File: config.mk
export PLATFORM = sky130hd
export DESIGN_NAME = midpoint_ellipse_raster_core
export DESIGN_NICKNAME = d
export VERILOG_FILES = /design/src/hw/rtl/mer_pkg.sv /design/src/hw/rtl/mer_ctrl.sv /design/src/hw/rtl/mer_datapath.sv /design/src/hw/rtl/midpoint_ellipse_raster_core.sv
export SDC_FILE = /design/constraint.sdc
export NUM_CORES = 2
export LEC_CHECK = 0
export BUFFER_PORTS_ARGS = -buffer_cell sky130_fd_sc_hd__buf_2
export CORE_ASPECT_RATIO = 0.8
export CORE_MARGIN = 5
export CORE_UTILIZATION = 55
export DETAILED_ROUTE_END_ITERATION = 8
export MAX_ROUTING_LAYER = met4
export PLACE_DENSITY = 0.76
export SLEW_MARGIN = 40
export SYNTH_ARGS = -nofsm -noshare
export SYNTH_HDL_FRONTEND = slang
export SYNTH_SLANG_ARGS = --single-unit
File: constraint.sdc
create_clock -name clk -period 11.9 [get_ports clk]
set_input_delay 0.595 -clock clk [delete_from_list [all_inputs] [get_ports clk]]
set_output_delay 0.595 -clock clk [all_outputs]
set_load 0.1 [all_outputs]
File: src/hw/rtl/mer_pkg.sv
// mer_pkg: shared types and constants for the midpoint ellipse rasterizer
// holds the controller state, the multiplier operand selects, the writeback codes
// and the command and status structs passed between mer_ctrl and mer_datapath
package mer_pkg;

    localparam int AXIS_BITS_DEF  = 9;
    localparam int COORD_BITS_DEF = 11;
    localparam int LIMIT_BITS     = 10;
    localparam int COLOR_BITS     = 32;
    localparam int MASK_BITS      = 4;

    localparam logic KIND_START = 1'b0;
    localparam logic KIND_TICK  = 1'b1;

    localparam logic [MASK_BITS-1:0] MASK_ONE = 4'b0001;
    localparam logic [MASK_BITS-1:0] MASK_ALL = 4'b1111;

    typedef enum logic [4:0] {
        ST_IDLE,
        ST_SA, ST_SB, ST_SC, ST_SD,
        ST_T0, ST_T1, ST_T2, ST_T3, ST_T4,
        ST_Q0, ST_Q1, ST_Q2, ST_Q3, ST_Q4, ST_Q5, ST_Q6,
        ST_R0, ST_R1, ST_R2,
        ST_EMIT
    } ctrl_state_t;

    // operand pairs of the shared multiplier
    typedef enum logic [3:0] {
        MUL_NONE,
        MUL_AA,     // a * a
        MUL_BB,     // b * b
        MUL_A2B,    // a^2 * b
        MUL_R1L,    // a^2 * (2y - 1)
        MUL_R1R,    // b^2 * (x + 1)
        MUL_R1X,    // b^2 * (2x + 3)
        MUL_R1Y,    // a^2 * (2 - 2y)
        MUL_SQX,    // (2x + 1)^2
        MUL_SQY,    // (y - 1)^2
        MUL_R2X,    // b^2 * (2x + 2)
        MUL_R2Y,    // a^2 * (3 - 2y)
        MUL_B2T,    // b^2 * tmp
        MUL_A2T,    // a^2 * tmp
        MUL_AB      // a^2 * b^2
    } mul_sel_t;

    // what is done with the registered product
    typedef enum logic [3:0] {
        WB_NONE,
        WB_ASQ,
        WB_BSQ,
        WB_DINIT,
        WB_ACC_LD,
        WB_R1CMP,
        WB_ACC_DEC,
        WB_R1_STEP,
        WB_TMP,
        WB_ACC_ADD,
        WB_R2_INIT,
        WB_ACC_R2,
        WB_R2_STEP
    } wb_op_t;

    typedef struct packed {
        mul_sel_t mul_sel;
        wb_op_t   wb_op;
        logic     load;
        logic     first;
        logic     emit;
    } dp_cmd_t;

    typedef struct packed {
        logic r1_hit;
        logic in_r2;
        logic done;
    } dp_status_t;

endpackage

File: src/hw/rtl/mer_ctrl.sv
// mer_ctrl: sequencer for the ellipse rasterizer
// walks the multiply and writeback schedule of one item; depends on mer_pkg
module mer_ctrl (
    input  logic                clk,
    input  logic                rst_n,
    input  logic                s_valid,
    input  logic                kind,
    input  logic                out_free,
    input  mer_pkg::dp_status_t status,
    output logic                s_ready,
    output mer_pkg::dp_cmd_t    cmd
);
    import mer_pkg::*;

    ctrl_state_t state_reg, state_next;
    logic        busy_reg, busy_next;
    logic        first_reg, first_next;

    always_ff @(posedge clk or negedge rst_n)
    begin
        if (!rst_n)
        begin
            state_reg <= ST_IDLE;
            busy_reg  <= 1'b0;
            first_reg <= 1'b0;
        end
        else
        begin
            state_reg <= state_next;
            busy_reg  <= busy_next;
            first_reg <= first_next;
        end
    end

    always_comb
    begin
        state_next = state_reg;
        busy_next  = busy_reg;
        first_next = first_reg;
        case (state_reg)
            ST_IDLE:
            begin
                if (s_valid)
                begin
                    if (kind == KIND_START)
                    begin
                        state_next = ST_SA;
                        first_next = 1'b1;
                    end
                    else if (busy_reg)
                    begin
                        state_next = status.in_r2 ? ST_R0 : ST_T0;
                        first_next = 1'b0;
                    end
                end
            end
            ST_SA: state_next = ST_SB;
            ST_SB: state_next = ST_SC;
            ST_SC: state_next = ST_SD;
            ST_SD: state_next = ST_EMIT;
            ST_T0: state_next = ST_T1;
            ST_T1: state_next = ST_T2;
            ST_T2: state_next = ST_T3;
            ST_T3: state_next = status.r1_hit ? ST_T4 : ST_Q0;
            ST_T4: state_next = ST_EMIT;
            ST_Q0: state_next = ST_Q1;
            ST_Q1: state_next = ST_Q2;
            ST_Q2: state_next = ST_Q3;
            ST_Q3: state_next = ST_Q4;
            ST_Q4: state_next = ST_Q5;
            ST_Q5: state_next = ST_Q6;
            ST_Q6: state_next = ST_R0;
            ST_R0: state_next = ST_R1;
            ST_R1: state_next = ST_R2;
            ST_R2: state_next = ST_EMIT;
            ST_EMIT:
            begin
                if (out_free)
                begin
                    state_next = ST_IDLE;
                    busy_next  = !status.done;
                end
            end
            default: state_next = ST_IDLE;
        endcase
    end

    always_comb
    begin
        s_ready     = 1'b0;
        cmd.mul_sel = MUL_NONE;
        cmd.wb_op   = WB_NONE;
        cmd.load    = 1'b0;
        cmd.first   = first_reg;
        cmd.emit    = 1'b0;
        case (state_reg)
            ST_IDLE:
            begin
                s_ready  = 1'b1;
                cmd.load = s_valid && (kind == KIND_START);
            end
            ST_SA: cmd.mul_sel = MUL_AA;
            ST_SB:
            begin
                cmd.mul_sel = MUL_BB;
                cmd.wb_op   = WB_ASQ;
            end
            ST_SC:
            begin
                cmd.mul_sel = MUL_A2B;
                cmd.wb_op   = WB_BSQ;
            end
            ST_SD: cmd.wb_op = WB_DINIT;
            ST_T0: cmd.mul_sel = MUL_R1L;
            ST_T1:
            begin
                cmd.mul_sel = MUL_R1R;
                cmd.wb_op   = WB_ACC_LD;
            end
            ST_T2:
            begin
                cmd.mul_sel = MUL_R1X;
                cmd.wb_op   = WB_R1CMP;
            end
            ST_T3:
            begin
                // region 1 continues, or start building the region 2 decision
                if (status.r1_hit)
                begin
                    cmd.mul_sel = MUL_R1Y;
                    cmd.wb_op   = WB_ACC_DEC;
                end
                else
                begin
                    cmd.mul_sel = MUL_SQX;
                end
            end
            ST_T4: cmd.wb_op = WB_R1_STEP;
            ST_Q0: cmd.wb_op = WB_TMP;
            ST_Q1: cmd.mul_sel = MUL_B2T;
            ST_Q2:
            begin
                cmd.mul_sel = MUL_SQY;
                cmd.wb_op   = WB_ACC_LD;
            end
            ST_Q3: cmd.wb_op = WB_TMP;
            ST_Q4: cmd.mul_sel = MUL_A2T;
            ST_Q5:
            begin
                cmd.mul_sel = MUL_AB;
                cmd.wb_op   = WB_ACC_ADD;
            end
            ST_Q6: cmd.wb_op = WB_R2_INIT;
            ST_R0: cmd.mul_sel = MUL_R2X;
            ST_R1:
            begin
                cmd.mul_sel = MUL_R2Y;
                cmd.wb_op   = WB_ACC_R2;
            end
            ST_R2: cmd.wb_op = WB_R2_STEP;
            ST_EMIT: cmd.emit = out_free;
            default: s_ready = 1'b0;
        endcase
    end

endmodule

File: src/hw/rtl/mer_datapath.sv
// mer_datapath: ellipse state, shared multiplier, decision accumulator and point math
// driven by mer_ctrl through dp_cmd_t; depends on mer_pkg
module mer_datapath #(
    parameter int AXIS_BITS  = mer_pkg::AXIS_BITS_DEF,
    parameter int COORD_BITS = mer_pkg::COORD_BITS_DEF
) (
    input  logic                              clk,
    input  logic                              rst_n,
    input  mer_pkg::dp_cmd_t                  cmd,
    output mer_pkg::dp_status_t               status,
    input  logic signed [COORD_BITS-1:0]      center_x,
    input  logic signed [COORD_BITS-1:0]      center_y,
    input  logic [AXIS_BITS-1:0]              semi_a,
    input  logic [AXIS_BITS-1:0]              semi_b,
    input  logic [mer_pkg::LIMIT_BITS-1:0]    step_limit,
    input  logic                              mirror,
    input  logic [mer_pkg::COLOR_BITS-1:0]    color,
    output logic signed [COORD_BITS:0]        px0,
    output logic signed [COORD_BITS:0]        py0,
    output logic signed [COORD_BITS:0]        px1,
    output logic signed [COORD_BITS:0]        py1,
    output logic signed [COORD_BITS:0]        px2,
    output logic signed [COORD_BITS:0]        py2,
    output logic signed [COORD_BITS:0]        px3,
    output logic signed [COORD_BITS:0]        py3,
    output logic [mer_pkg::MASK_BITS-1:0]     pixel_mask,
    output logic [mer_pkg::COLOR_BITS-1:0]    pixel_color,
    output logic                              done_res
);
    import mer_pkg::*;

    localparam int XB  = LIMIT_BITS;
    localparam int QB  = 2 * AXIS_BITS;
    localparam int MA  = ((QB > XB + 1) ? QB : XB + 1) + 1;
    localparam int MB  = ((2 * XB + 3) > (QB + 1)) ? 2 * XB + 3 : QB + 1;
    localparam int PB  = MA + MB;
    localparam int DB  = QB + 2 * XB + 10;
    localparam int TB  = MB - 1;
    localparam int OB  = COORD_BITS + 1;
    localparam int SM  = (COORD_BITS > XB) ? COORD_BITS : XB;
    localparam int SB  = ((SM > AXIS_BITS) ? SM : AXIS_BITS) + 2;

    logic signed [COORD_BITS-1:0] org_x_reg, org_x_next;
    logic signed [COORD_BITS-1:0] org_y_reg, org_y_next;
    logic [AXIS_BITS-1:0]         axis_a_reg, axis_a_next;
    logic [AXIS_BITS-1:0]         axis_b_reg, axis_b_next;
    logic [QB-1:0]                a_sq_reg, a_sq_next;
    logic [QB-1:0]                b_sq_reg, b_sq_next;
    logic [XB-1:0]                step_x_reg, step_x_next;
    logic [AXIS_BITS-1:0]         step_y_reg, step_y_next;
    logic signed [DB-1:0]         dec_reg, dec_next;
    logic signed [DB-1:0]         acc_reg, acc_next;
    logic [TB-1:0]                tmp_reg, tmp_next;
    logic signed [PB-1:0]         prod_reg, prod_next;
    logic                         r1_hit_reg, r1_hit_next;
    logic                         in_r2_reg, in_r2_next;
    logic [LIMIT_BITS-1:0]        steps_reg, steps_next;
    logic [LIMIT_BITS-1:0]        limit_reg, limit_next;
    logic                         mirror_reg, mirror_next;
    logic [COLOR_BITS-1:0]        color_reg, color_next;

    logic signed [MA-1:0] opa;
    logic signed [MB-1:0] opb;
    logic signed [MB-1:0] xe;
    logic signed [MB-1:0] ye;
    logic signed [MA-1:0] a_sq_a;
    logic signed [MA-1:0] b_sq_a;
    logic signed [DB-1:0] pd;
    logic signed [DB-1:0] pd2;
    logic signed [DB-1:0] pd4;
    logic signed [DB-1:0] a_sq_d;
    logic signed [DB-1:0] b_sq_d;
    logic                 dec_neg;

    always_ff @(posedge clk or negedge rst_n)
    begin
        if (!rst_n)
        begin
            org_x_reg  <= '0;
            org_y_reg  <= '0;
            axis_a_reg <= '0;
            axis_b_reg <= '0;
            a_sq_reg   <= '0;
            b_sq_reg   <= '0;
            step_x_reg <= '0;
            step_y_reg <= '0;
            dec_reg    <= '0;
            acc_reg    <= '0;
            tmp_reg    <= '0;
            prod_reg   <= '0;
            r1_hit_reg <= 1'b0;
            in_r2_reg  <= 1'b0;
            steps_reg  <= '0;
            limit_reg  <= '0;
            mirror_reg <= 1'b0;
            color_reg  <= '0;
        end
        else
        begin
            org_x_reg  <= org_x_next;
            org_y_reg  <= org_y_next;
            axis_a_reg <= axis_a_next;
            axis_b_reg <= axis_b_next;
            a_sq_reg   <= a_sq_next;
            b_sq_reg   <= b_sq_next;
            step_x_reg <= step_x_next;
            step_y_reg <= step_y_next;
            dec_reg    <= dec_next;
            acc_reg    <= acc_next;
            tmp_reg    <= tmp_next;
            prod_reg   <= prod_next;
            r1_hit_reg <= r1_hit_next;
            in_r2_reg  <= in_r2_next;
            steps_reg  <= steps_next;
            limit_reg  <= limit_next;
            mirror_reg <= mirror_next;
            color_reg  <= color_next;
        end
    end

    // shared multiplier operand select
    always_comb
    begin
        xe     = signed'(MB'(step_x_reg));
        ye     = signed'(MB'(step_y_reg));
        a_sq_a = signed'(MA'(a_sq_reg));
        b_sq_a = signed'(MA'(b_sq_reg));
        opa    = '0;
        opb    = '0;
        case (cmd.mul_sel)
            MUL_AA:
            begin
                opa = signed'(MA'(axis_a_reg));
                opb = signed'(MB'(axis_a_reg));
            end
            MUL_BB:
            begin
                opa = signed'(MA'(axis_b_reg));
                opb = signed'(MB'(axis_b_reg));
            end
            MUL_A2B:
            begin
                opa = a_sq_a;
                opb = signed'(MB'(axis_b_reg));
            end
            MUL_R1L:
            begin
                opa = a_sq_a;
                opb = (ye <<< 1) - MB'(1);
            end
            MUL_R1R:
            begin
                opa = b_sq_a;
                opb = xe + MB'(1);
            end
            MUL_R1X:
            begin
                opa = b_sq_a;
                opb = (xe <<< 1) + MB'(3);
            end
            MUL_R1Y:
            begin
                opa = a_sq_a;
                opb = MB'(2) - (ye <<< 1);
            end
            MUL_SQX:
            begin
                opa = signed'(MA'({step_x_reg, 1'b1}));
                opb = signed'(MB'({step_x_reg, 1'b1}));
            end
            MUL_SQY:
            begin
                opa = signed'(MA'(step_y_reg)) - MA'(1);
                opb = ye - MB'(1);
            end
            MUL_R2X:
            begin
                opa = b_sq_a;
                opb = (xe <<< 1) + MB'(2);
            end
            MUL_R2Y:
            begin
                opa = a_sq_a;
                opb = MB'(3) - (ye <<< 1);
            end
            MUL_B2T:
            begin
                opa = b_sq_a;
                opb = signed'(MB'(tmp_reg));
            end
            MUL_A2T:
            begin
                opa = a_sq_a;
                opb = signed'(MB'(tmp_reg));
            end
            MUL_AB:
            begin
                opa = a_sq_a;
                opb = signed'(MB'(b_sq_reg));
            end
            default:
            begin
                opa = '0;
                opb = '0;
            end
        endcase
        prod_next = PB'(opa) * PB'(opb);
    end

    assign pd      = DB'(prod_reg);
    assign pd2     = pd <<< 1;
    assign pd4     = pd <<< 2;
    assign a_sq_d  = signed'(DB'(a_sq_reg));
    assign b_sq_d  = signed'(DB'(b_sq_reg));
    assign dec_neg = dec_reg[DB-1];

    // writeback of the registered product and start-item load
    always_comb
    begin
        org_x_next  = org_x_reg;
        org_y_next  = org_y_reg;
        axis_a_next = axis_a_reg;
        axis_b_next = axis_b_reg;
        a_sq_next   = a_sq_reg;
        b_sq_next   = b_sq_reg;
        step_x_next = step_x_reg;
        step_y_next = step_y_reg;
        dec_next    = dec_reg;
        acc_next    = acc_reg;
        tmp_next    = tmp_reg;
        r1_hit_next = r1_hit_reg;
        in_r2_next  = in_r2_reg;
        steps_next  = steps_reg;
        limit_next  = limit_reg;
        mirror_next = mirror_reg;
        color_next  = color_reg;
        case (cmd.wb_op)
            WB_ASQ:    a_sq_next = prod_reg[QB-1:0];
            WB_BSQ:    b_sq_next = prod_reg[QB-1:0];
            // 4b^2 - 4a^2 b + a^2
            WB_DINIT:  dec_next = (b_sq_d <<< 2) + a_sq_d - pd4;
            WB_ACC_LD: acc_next = pd;
            // a^2 (2y - 1) > 2 b^2 (x + 1) keeps region 1
            WB_R1CMP:  r1_hit_next = (acc_reg > pd2);
            WB_ACC_DEC: acc_next = dec_reg + pd4;
            WB_R1_STEP:
            begin
                dec_next    = dec_neg ? acc_reg : acc_reg + pd4;
                step_y_next = dec_neg ? step_y_reg : step_y_reg - AXIS_BITS'(1);
                step_x_next = step_x_reg + XB'(1);
                steps_next  = steps_reg + LIMIT_BITS'(1);
            end
            WB_TMP:     tmp_next = prod_reg[TB-1:0];
            WB_ACC_ADD: acc_next = acc_reg + pd4;
            WB_R2_INIT:
            begin
                dec_next   = acc_reg - pd4;
                in_r2_next = 1'b1;
            end
            WB_ACC_R2:  acc_next = dec_neg ? dec_reg + pd4 : dec_reg;
            WB_R2_STEP:
            begin
                dec_next    = acc_reg + pd4;
                step_y_next = step_y_reg - AXIS_BITS'(1);
                step_x_next = dec_neg ? step_x_reg + XB'(1) : step_x_reg;
                steps_next  = steps_reg + LIMIT_BITS'(1);
            end
            default:    dec_next = dec_reg;
        endcase
        if (cmd.load)
        begin
            org_x_next  = center_x;
            org_y_next  = center_y;
            axis_a_next = semi_a;
            axis_b_next = semi_b;
            step_x_next = '0;
            step_y_next = semi_b;
            in_r2_next  = 1'b0;
            steps_next  = '0;
            limit_next  = step_limit;
            mirror_next = mirror;
            color_next  = color;
        end
    end

    assign status.r1_hit = r1_hit_reg;
    assign status.in_r2  = in_r2_reg;
    assign status.done   = !((steps_reg < limit_reg) && (step_y_reg != '0));

    // point coordinates, v = b - y
    logic [AXIS_BITS-1:0] v;
    logic signed [SB-1:0] cx, cy, xs, vs;
    logic signed [SB-1:0] x_pos, x_neg, y_pos, y_neg;
    logic                 all_four;

    always_comb
    begin
        v        = axis_b_reg - step_y_reg;
        cx       = SB'(org_x_reg);
        cy       = SB'(org_y_reg);
        xs       = signed'(SB'(step_x_reg));
        vs       = signed'(SB'(v));
        x_pos    = cx + xs;
        x_neg    = cx - xs;
        y_pos    = cy + vs;
        y_neg    = cy - vs;
        all_four = mirror_reg && !cmd.first;

        px0 = x_pos[OB-1:0];
        py0 = y_pos[OB-1:0];
        px1 = '0;
        py1 = '0;
        px2 = '0;
        py2 = '0;
        px3 = '0;
        py3 = '0;
        pixel_mask = MASK_ONE;
        if (all_four)
        begin
            px1 = x_pos[OB-1:0];
            py1 = y_neg[OB-1:0];
            px2 = x_neg[OB-1:0];
            py2 = y_neg[OB-1:0];
            px3 = x_neg[OB-1:0];
            py3 = y_pos[OB-1:0];
            pixel_mask = MASK_ALL;
        end
        pixel_color = color_reg;
        done_res    = status.done;
    end

endmodule

File: src/hw/rtl/midpoint_ellipse_raster_core.sv
// Midpoint ellipse rasterizer core. A start item (tuser = 0) loads the center, semi-axes,
// step limit, mirror mode and color and returns the first point, the center itself; each
// tick item (tuser = 1) runs one midpoint step and returns the new point, alone or mirrored
// four ways, with tlast set on the last point. Ticks arriving with no ellipse running are
// taken and dropped. One item is in flight at a time: the next item is taken only once the
// sequencer is back in idle. A start runs the S steps, a region 1 tick the T steps, a region 2
// tick the R steps, and the tick that moves to region 2 runs T, then Q to re-seed, then R.
// The steps share the single multiplier with a registered product, used once per cycle at most.
// The result sits in an output register, so the next item is taken while it waits.
// Depends on mer_pkg, mer_ctrl and mer_datapath.
module midpoint_ellipse_raster_core #(
    parameter int AXIS_BITS  = mer_pkg::AXIS_BITS_DEF,
    parameter int COORD_BITS = mer_pkg::COORD_BITS_DEF,
    localparam int S_USED = 2 * COORD_BITS + 2 * AXIS_BITS + mer_pkg::LIMIT_BITS + 1
                            + mer_pkg::COLOR_BITS,
    localparam int S_BITS = ((S_USED + 7) / 8) * 8,
    localparam int M_USED = 8 * (COORD_BITS + 1) + mer_pkg::MASK_BITS + mer_pkg::COLOR_BITS,
    localparam int M_BITS = ((M_USED + 7) / 8) * 8
) (
    input  logic              clk,
    input  logic              rst_n,
    input  logic              s_tvalid,
    output logic              s_tready,
    // center_x, center_y, semi_a, semi_b, step_limit, mirror, color, zero pad
    input  logic [S_BITS-1:0] s_tdata,
    // kind
    input  logic              s_tuser,
    output logic              m_tvalid,
    input  logic              m_tready,
    // px0, py0, px1, py1, px2, py2, px3, py3, pixel_mask, pixel_color, zero pad
    output logic [M_BITS-1:0] m_tdata,
    // done_res
    output logic              m_tlast
);
    import mer_pkg::*;

    localparam int OB     = COORD_BITS + 1;
    localparam int O_CY   = COORD_BITS;
    localparam int O_A    = 2 * COORD_BITS;
    localparam int O_B    = O_A + AXIS_BITS;
    localparam int O_LIM  = O_B + AXIS_BITS;
    localparam int O_MIR  = O_LIM + LIMIT_BITS;
    localparam int O_COL  = O_MIR + 1;

    dp_cmd_t    cmd;
    dp_status_t status;
    logic       out_free;

    logic signed [OB-1:0]   px0, py0, px1, py1, px2, py2, px3, py3;
    logic [MASK_BITS-1:0]   pixel_mask;
    logic [COLOR_BITS-1:0]  pixel_color;
    logic                   done_res;

    logic                   m_valid_reg, m_valid_next;
    logic [M_USED-1:0]      res_reg, res_next;
    logic                   last_reg, last_next;

    mer_ctrl u_ctrl (
        .clk      (clk),
        .rst_n    (rst_n),
        .s_valid  (s_tvalid),
        .kind     (s_tuser),
        .out_free (out_free),
        .status   (status),
        .s_ready  (s_tready),
        .cmd      (cmd)
    );

    mer_datapath #(
        .AXIS_BITS  (AXIS_BITS),
        .COORD_BITS (COORD_BITS)
    ) u_datapath (
        .clk         (clk),
        .rst_n       (rst_n),
        .cmd         (cmd),
        .status      (status),
        .center_x    (s_tdata[O_CY-1:0]),
        .center_y    (s_tdata[O_A-1:O_CY]),
        .semi_a      (s_tdata[O_B-1:O_A]),
        .semi_b      (s_tdata[O_LIM-1:O_B]),
        .step_limit  (s_tdata[O_MIR-1:O_LIM]),
        .mirror      (s_tdata[O_MIR]),
        .color       (s_tdata[O_COL+COLOR_BITS-1:O_COL]),
        .px0         (px0),
        .py0         (py0),
        .px1         (px1),
        .py1         (py1),
        .px2         (px2),
        .py2         (py2),
        .px3         (px3),
        .py3         (py3),
        .pixel_mask  (pixel_mask),
        .pixel_color (pixel_color),
        .done_res    (done_res)
    );

    // output register slot
    assign out_free = !m_valid_reg || m_tready;

    always_comb
    begin
        m_valid_next = m_valid_reg;
        res_next     = res_reg;
        last_next    = last_reg;
        if (cmd.emit)
        begin
            m_valid_next = 1'b1;
            res_next     = {pixel_color, pixel_mask, py3, px3, py2, px2, py1, px1, py0, px0};
            last_next    = done_res;
        end
        else if (m_tready)
        begin
            m_valid_next = 1'b0;
        end
    end

    always_ff @(posedge clk or negedge rst_n)
    begin
        if (!rst_n)
        begin
            m_valid_reg <= 1'b0;
            res_reg     <= '0;
            last_reg    <= 1'b0;
        end
        else
        begin
            m_valid_reg <= m_valid_next;
            res_reg     <= res_next;
            last_reg    <= last_next;
        end
    end

    assign m_tvalid = m_valid_reg;
    assign m_tdata  = M_BITS'(res_reg);
    assign m_tlast  = last_reg;

endmodule

== Word level (Yosys, flattened, before mapping) ==
Index checks and enable logic that the tools add are counted.

* Register bits: 451
* Latch bits: 0
* Bits in writable memories: 0
* Memory bits (read-only): 0
* Input bits: 93
* Output and inout port bits: 139
* Logic and storage cells: 168
* Memories: 0

* $add $sub $neg: 21
* Multipliers: 1
* Divide/modulo/power cells: 0
* $lt $le $gt $ge: 2
* Equal/unequal tests: 52
* Shift-type cells: 0
* Muxes and demuxes: 39
* Bitwise gates (word level): 1
* Reductions and logical operators: 28

{| class="wikitable"
|+ Operator list
! operator !! number
|-
| one-hot mux 48 bit (4 select lines) || 2
|-
| one-hot mux 23 bit (12 select lines) || 1
|-
| one-hot mux 19 bit (6 select lines) || 1
|-
| adder 48 x 44 -> 48 bit || 2
|-
| 2-to-1 mux 48 bit || 2
|-
| one-hot mux 5 bit (19 select lines) || 1
|-
| one-hot mux 4 bit (13 select lines) || 1
|-
| == test 4 bit (second input constant) || 12
|-
| greater-than comparator 48 x 43 -> 1 bit || 1
|-
| 2-to-1 mux 12 bit || 4
|-
| one-hot mux 4 bit (12 select lines) || 1
|-
| subtractor 48 x 44 -> 48 bit || 1
|-
| subtractor 22 x 44 -> 45 bit || 1
|-
| multiplier 19 x 23 -> 42 bit || 1
|-
| == test 5 x 4 -> 1 bit (second input constant) || 8
|-
| 2-to-1 mux 10 bit || 4
|-
| == test 4 x 3 -> 1 bit (second input constant) || 8
|-
| == test 5 bit (second input constant) || 5
|-
| 2-to-1 mux 5 bit || 5
|-
| adder 11 x 2 -> 12 bit (second input constant) || 2
|-
| subtractor 2 x 10 -> 11 bit (first input constant) || 2
|-
| adder 20 x 18 -> 21 bit || 1
|-
| adder 10 x 1 -> 10 bit (second input constant) || 2
|-
| == test 5 x 3 -> 1 bit (second input constant) || 4
|-
| other kinds (40) || 72
|}

== Logic depth before layout (Yosys ltp) ==
* Depth in word-level cells: 7
* Depth in mapped cells: 37

== Modules after synthesis ==
Synthesis repeated with hierarchy kept, for this count alone.

* Cell total of the unflattened synthesis: 5410
* Area total of the unflattened synthesis: 49073.3 um2

{| class="wikitable"
|+ Modules (own cells, without submodules)
! module !! instances !! cells an instance !! area each (um2)
|-
| mer_datapath || 1 || 5012 || 43030.0
|-
| midpoint_ellipse_raster_core || 1 || 289 || 5243.8
|-
| mer_ctrl || 1 || 109 || 799.5
|}

== Least setup slack after synthesis ==
No wires, ideal clock.

* Path type: register -> register
* Start: register u_datapath.step_x_reg[2]
* End: register u_datapath.prod_reg[41]
* Arrival: 8.620 ns
* Data required time: 11.773 ns
* Path slack: 3.154 ns
* Cell stages (with the launch flop): 32
* Buffers on the path: 1
* Cell sequence: dfrtp_1 clkbuf_1 nand3_1 nor4_1 nand3_1 xnor2_1 nor2_1 a2111oi_0 nor2_1 fa_1 inv_1 fa_1 fa_1 inv_1 fa_1 fa_1 fa_1 inv_1 fa_1 inv_1 ha_1 o21ai_0 nor2_1 nor4_1 or4_1 a31o_2 a211oi_1 nor2_1 o31ai_1 a21oi_1 o21ai_0 xnor2_1

* Cells in the longest elaborated chain, start to end: 3
* Elaborated cells on any way between the ends: 6
* Classes of those cells: 3 x add/sub; 1 x mul; 2 x mux

{| class="wikitable"
|+ RTL lines
! item !! line !! text
|-
| start, declared || mer_datapath.sv:49 || <nowiki>logic [XB-1:0] step_x_reg, step_x_next;</nowiki>
|-
| start signal, assigned || mer_datapath.sv:106 || <nowiki>step_x_reg <= step_x_next;</nowiki>
|-
| adder 11 x 2 -> 12 bit, or another cell as far along || mer_datapath.sv:179 || <nowiki>opb = (xe <<< 1) + MB'(2);</nowiki>
|-
| one-hot mux 23 bit (12 select lines) || mer_datapath.sv:130 || <nowiki>case (cmd.mul_sel)</nowiki>
|-
| multiplier 19 x 23 -> 42 bit (*) || mer_datapath.sv:207 || <nowiki>prod_next = PB'(opa) * PB'(opb);</nowiki>
|-
| named net u_datapath.prod_next[41] || mer_datapath.sv:54 || <nowiki>logic signed [PB-1:0] prod_reg, prod_next;</nowiki>
|-
| end signal, assigned || mer_datapath.sv:111 || <nowiki>prod_reg <= prod_next;</nowiki>
|-
| end, declared || mer_datapath.sv:54 ||
|}

The timed path passes the listed nets; every way through them passes the cells marked *.
A chain may end at the register's enable or synchronous reset.

== Final worst setup path ==
* Start: register u_ctrl.state_reg[2]
* End: register u_datapath.prod_reg[41]

* Cells in the longest elaborated chain, start to end: 6
* Elaborated cells on any way between the ends: 35
* Classes of those cells: 1 x mul; 27 x eq/ne; 3 x mux; 4 x reduce/logical

{| class="wikitable"
|+ RTL lines
! item !! line !! text
|-
| start, declared || mer_ctrl.sv:15 || <nowiki>ctrl_state_t state_reg, state_next;</nowiki>
|-
| start signal, assigned || mer_ctrl.sv:29 || <nowiki>state_reg <= state_next;</nowiki>
|-
| == test 5 bit, or another cell as far along || mer_ctrl.sv:96 || <nowiki>case (state_reg)</nowiki>
|-
| one-hot mux 4 bit (13 select lines) (*) || mer_ctrl.sv:96 ||
|-
| == test 4 x 2 -> 1 bit, or another cell as far along || mer_datapath.sv:130 ||
|-
| OR reduction 6 bit (no source line), or another cell as far along || - ||
|-
| one-hot mux 19 bit (6 select lines) or one-hot mux 23 bit (12 select lines) (tied branches) || mer_datapath.sv:130 ||
|-
| multiplier 19 x 23 -> 42 bit (*) || mer_datapath.sv:207 ||
|-
| named net u_datapath.prod_next[41] || mer_datapath.sv:54 ||
|}

Marks and branches as above.

==> impl_results.md <==
- Register-to-register setup slack: 1.27 ns
- Fin crit period: 10.63 ns
- Critical Path Fanout Max: 21
- Post-synthesis register bit count: 425
- Die X: 336 um
- Vias in the first global route: 40,796
- Grt ovf: 0
- Pin count of the biggest net entering global routing: 104
- Cell mode on critical path: fa_1
- Fmax: 94.0 MHz
- Avg Vias per Cell: 6.15
- Distinct cells, synth: 98
- Clk_skew: 0.0673 ns
- TritonRoute pass-1 iters: 9
- Req. time, crit path: 12.45 ns
- Max reg flops: 106
- Layout Nets: 6,540
- Most frequent cells in the layout: 876 x nand2_1, 662 x inv_1, 447 x fa_1
- Post-CTS Resized: 0
- CP peak stage delay: 0.64 ns
- Synth warnings: 0
- EDFF count, synth: 0
- Hold Startpoint: s_tdata[68]
- Fin Setup TNS: 0 ns
- I/O Pins: 232
- Crit path launch type: flip-flop
- Core box area: 0.0840 mm^2
- Synthesized area per cell: 8.50 um^2
- GRT Util Overall: 0.330
- CTS root buffer: clkbuf_16
- Clock Tree Buf Depth: 3
- Most used flip-flop cell after synthesis: dfrtp_1
- CP endpoint kind: flip-flop
- Status: complete, but fails checks
- Final GP Congestion: 1.00
- Via count: 41,598
- Fill cells: 7,329
- Total Wirelength: 148,000 um
- Crit Path Category: flip-flop to flip-flop
- CTS tree: built
- Skew-Pair Late Insertion Delay: 0.65 ns
- Mapped Area: 0.0467 mm^2
- Final setup violation count: 0
- Failing checks: DRC
- First-pass GRT wire length: 232,000 um
- Clock sink total: 425
- Worst-Margin Slew: 0.955 ns
- Critical path's slowest cell: a221o_1
- Worst setup startpoint: u_ctrl.state_reg[2]
- Leading cell type in the layout, fill and taps excluded: nand2_1
- Num CTS Buffers: 48
- Min-delay worst type: input pin to flip-flop
- Max-slew violation count: 0
- Post-synthesis sequential area ratio: 0.228
- CP Data Arrival Time: 11.19 ns
- Syn Inst Count: 5,491
- Area delta synth->final: 9.02%
- Drt drc: 4
- Initial antenna violation count: 11
- Die area: 0.0908 mm^2
- Sequential cell area: 0.0106 mm^2
- H-tree depth: 2
- Share of layout cells above drive strength 1: 0.0945
- Max_slew headroom: 0.363
- Die H: 271 um
- Max Cap Viol: 0
- Final ANT Viol Nets: 0
- RSZ-0062 raised after global routing: no
- Clk slew on worst S/H paths: 0.06 ns
- Crit share post-route: 0.894
- Initial core utilization: 0.555
- IO buf count: 222
- Row cnt: 95
- FFs w/ async S/R, synth: 1.00
- HPWL after DPL: 114,000 um
- First DRT Iteration DRCs: 4,570
- RR Startpoint: u_ctrl.state_reg[2]
- Final Hold Vio Count: 0
- Area of the multi-input gates: 0.0326 mm^2
- Routed len/inst: 21.9 um
-- critical path: cells and delay by family, from the launching register on --
kind	cells	cell delay [ns]
fa+ha+maj	8	3.84
flops	1	0.32
xor+xnor	1	0.17
compound gates	9	3.16
buf+inv	10	1.54
simple gates	6	1.50
-- cells by family after synthesis --
group                    synth area share
other                            0.000161
buffers and inverters              0.0795
multiplexers                       0.0110
XOR/XNOR                           0.0508
flip-flops                          0.228
adder cells (fa/ha/maj)             0.297
AO/OA/AOI/OAI                       0.177
AND/OR/NAND/NOR                     0.157
-- final timing paths --
check                                              to  cells past startpoint
max                           u_datapath.prod_reg[41]                     34
min in group asynchronous       u_datapath.acc_reg[4]                      2
min reg2reg                              res_reg[111]                      2
max reg2reg                   u_datapath.prod_reg[41]                     34
min                        u_datapath.pixel_color[17]                      3
max in group asynchronous      u_datapath.dec_reg[14]                      5
-- cell usage after synthesis, types with 37 or more instances --
| master | n | area share |
|---|---|---|
| buf_4 | 37 | 0.0060 |
| a221oi_1 | 45 | 0.0084 |
| a21o_1 | 85 | 0.014 |
| a21oi_1 | 327 | 0.035 |
| dfrtp_1 | 425 | 0.23 |
| ha_1 | 394 | 0.11 |
| fa_1 | 447 | 0.19 |
| nor3_1 | 61 | 0.0065 |
| nand3_1 | 71 | 0.0076 |
| xor2_1 | 67 | 0.013 |
| a222oi_1 | 38 | 0.0081 |
| o21ai_0 | 286 | 0.031 |
| nor2_1 | 445 | 0.036 |
| inv_1 | 662 | 0.053 |
| xnor2_1 | 204 | 0.038 |
| o21bai_1 | 52 | 0.0084 |
| nand2b_1 | 45 | 0.0060 |
| a211oi_1 | 56 | 0.0090 |
| clkbuf_1 | 218 | 0.018 |
| mux2_2 | 40 | 0.0096 |
| nand2_1 | 881 | 0.071 |
-- layer usage --
metal / global-route usage / share of wire / up-vias
li1: - / - / 18617
met1: 0.456 / 0.41 / 20495
met2: 0.490 / 0.44 / 2138
met3: 0.0700 / 0.11 / 348
met4: 0.104 / 0.036 / 0
met5: - / 0 / -
-- metrics by stage --
step	hold slack, ns	std cells	worst slack (ns)	utilization	instance area (um^2)
final	0.165	6768	1.27	0.606	50900
after global routing	0.158	6768	0.883	0.606	50900
after CTS	0.0363	6755	1.52	0.605	50800
after detailed placement	0.453	6669	1.55	0.584	49100
after global placement	0.442	6664	1.71	0.583	49000
after floorplan	0.299	5510	3.15	-	46700
-- timing repair --
action | 4_1_cts | 5_1_grt
hold buffers | 0 | 1
hold endpoints to repair | 0 | 37
setup buffers | 0 | 0
-- area by class of cell --
type	instances	area share
clock inverter	28	0.00851
timing repair buffer	328	0.0392
inverter	664	0.0490
sequential	425	0.209
tap	1115	0.0274
multi-input combinational	4139	0.641
clock buffer	58	0.0253
antenna	11	0.000541
Power is left out: the tool's default activity adds up to more than one toggle a clock period on the data nets, which glitch-free logic cannot reach.
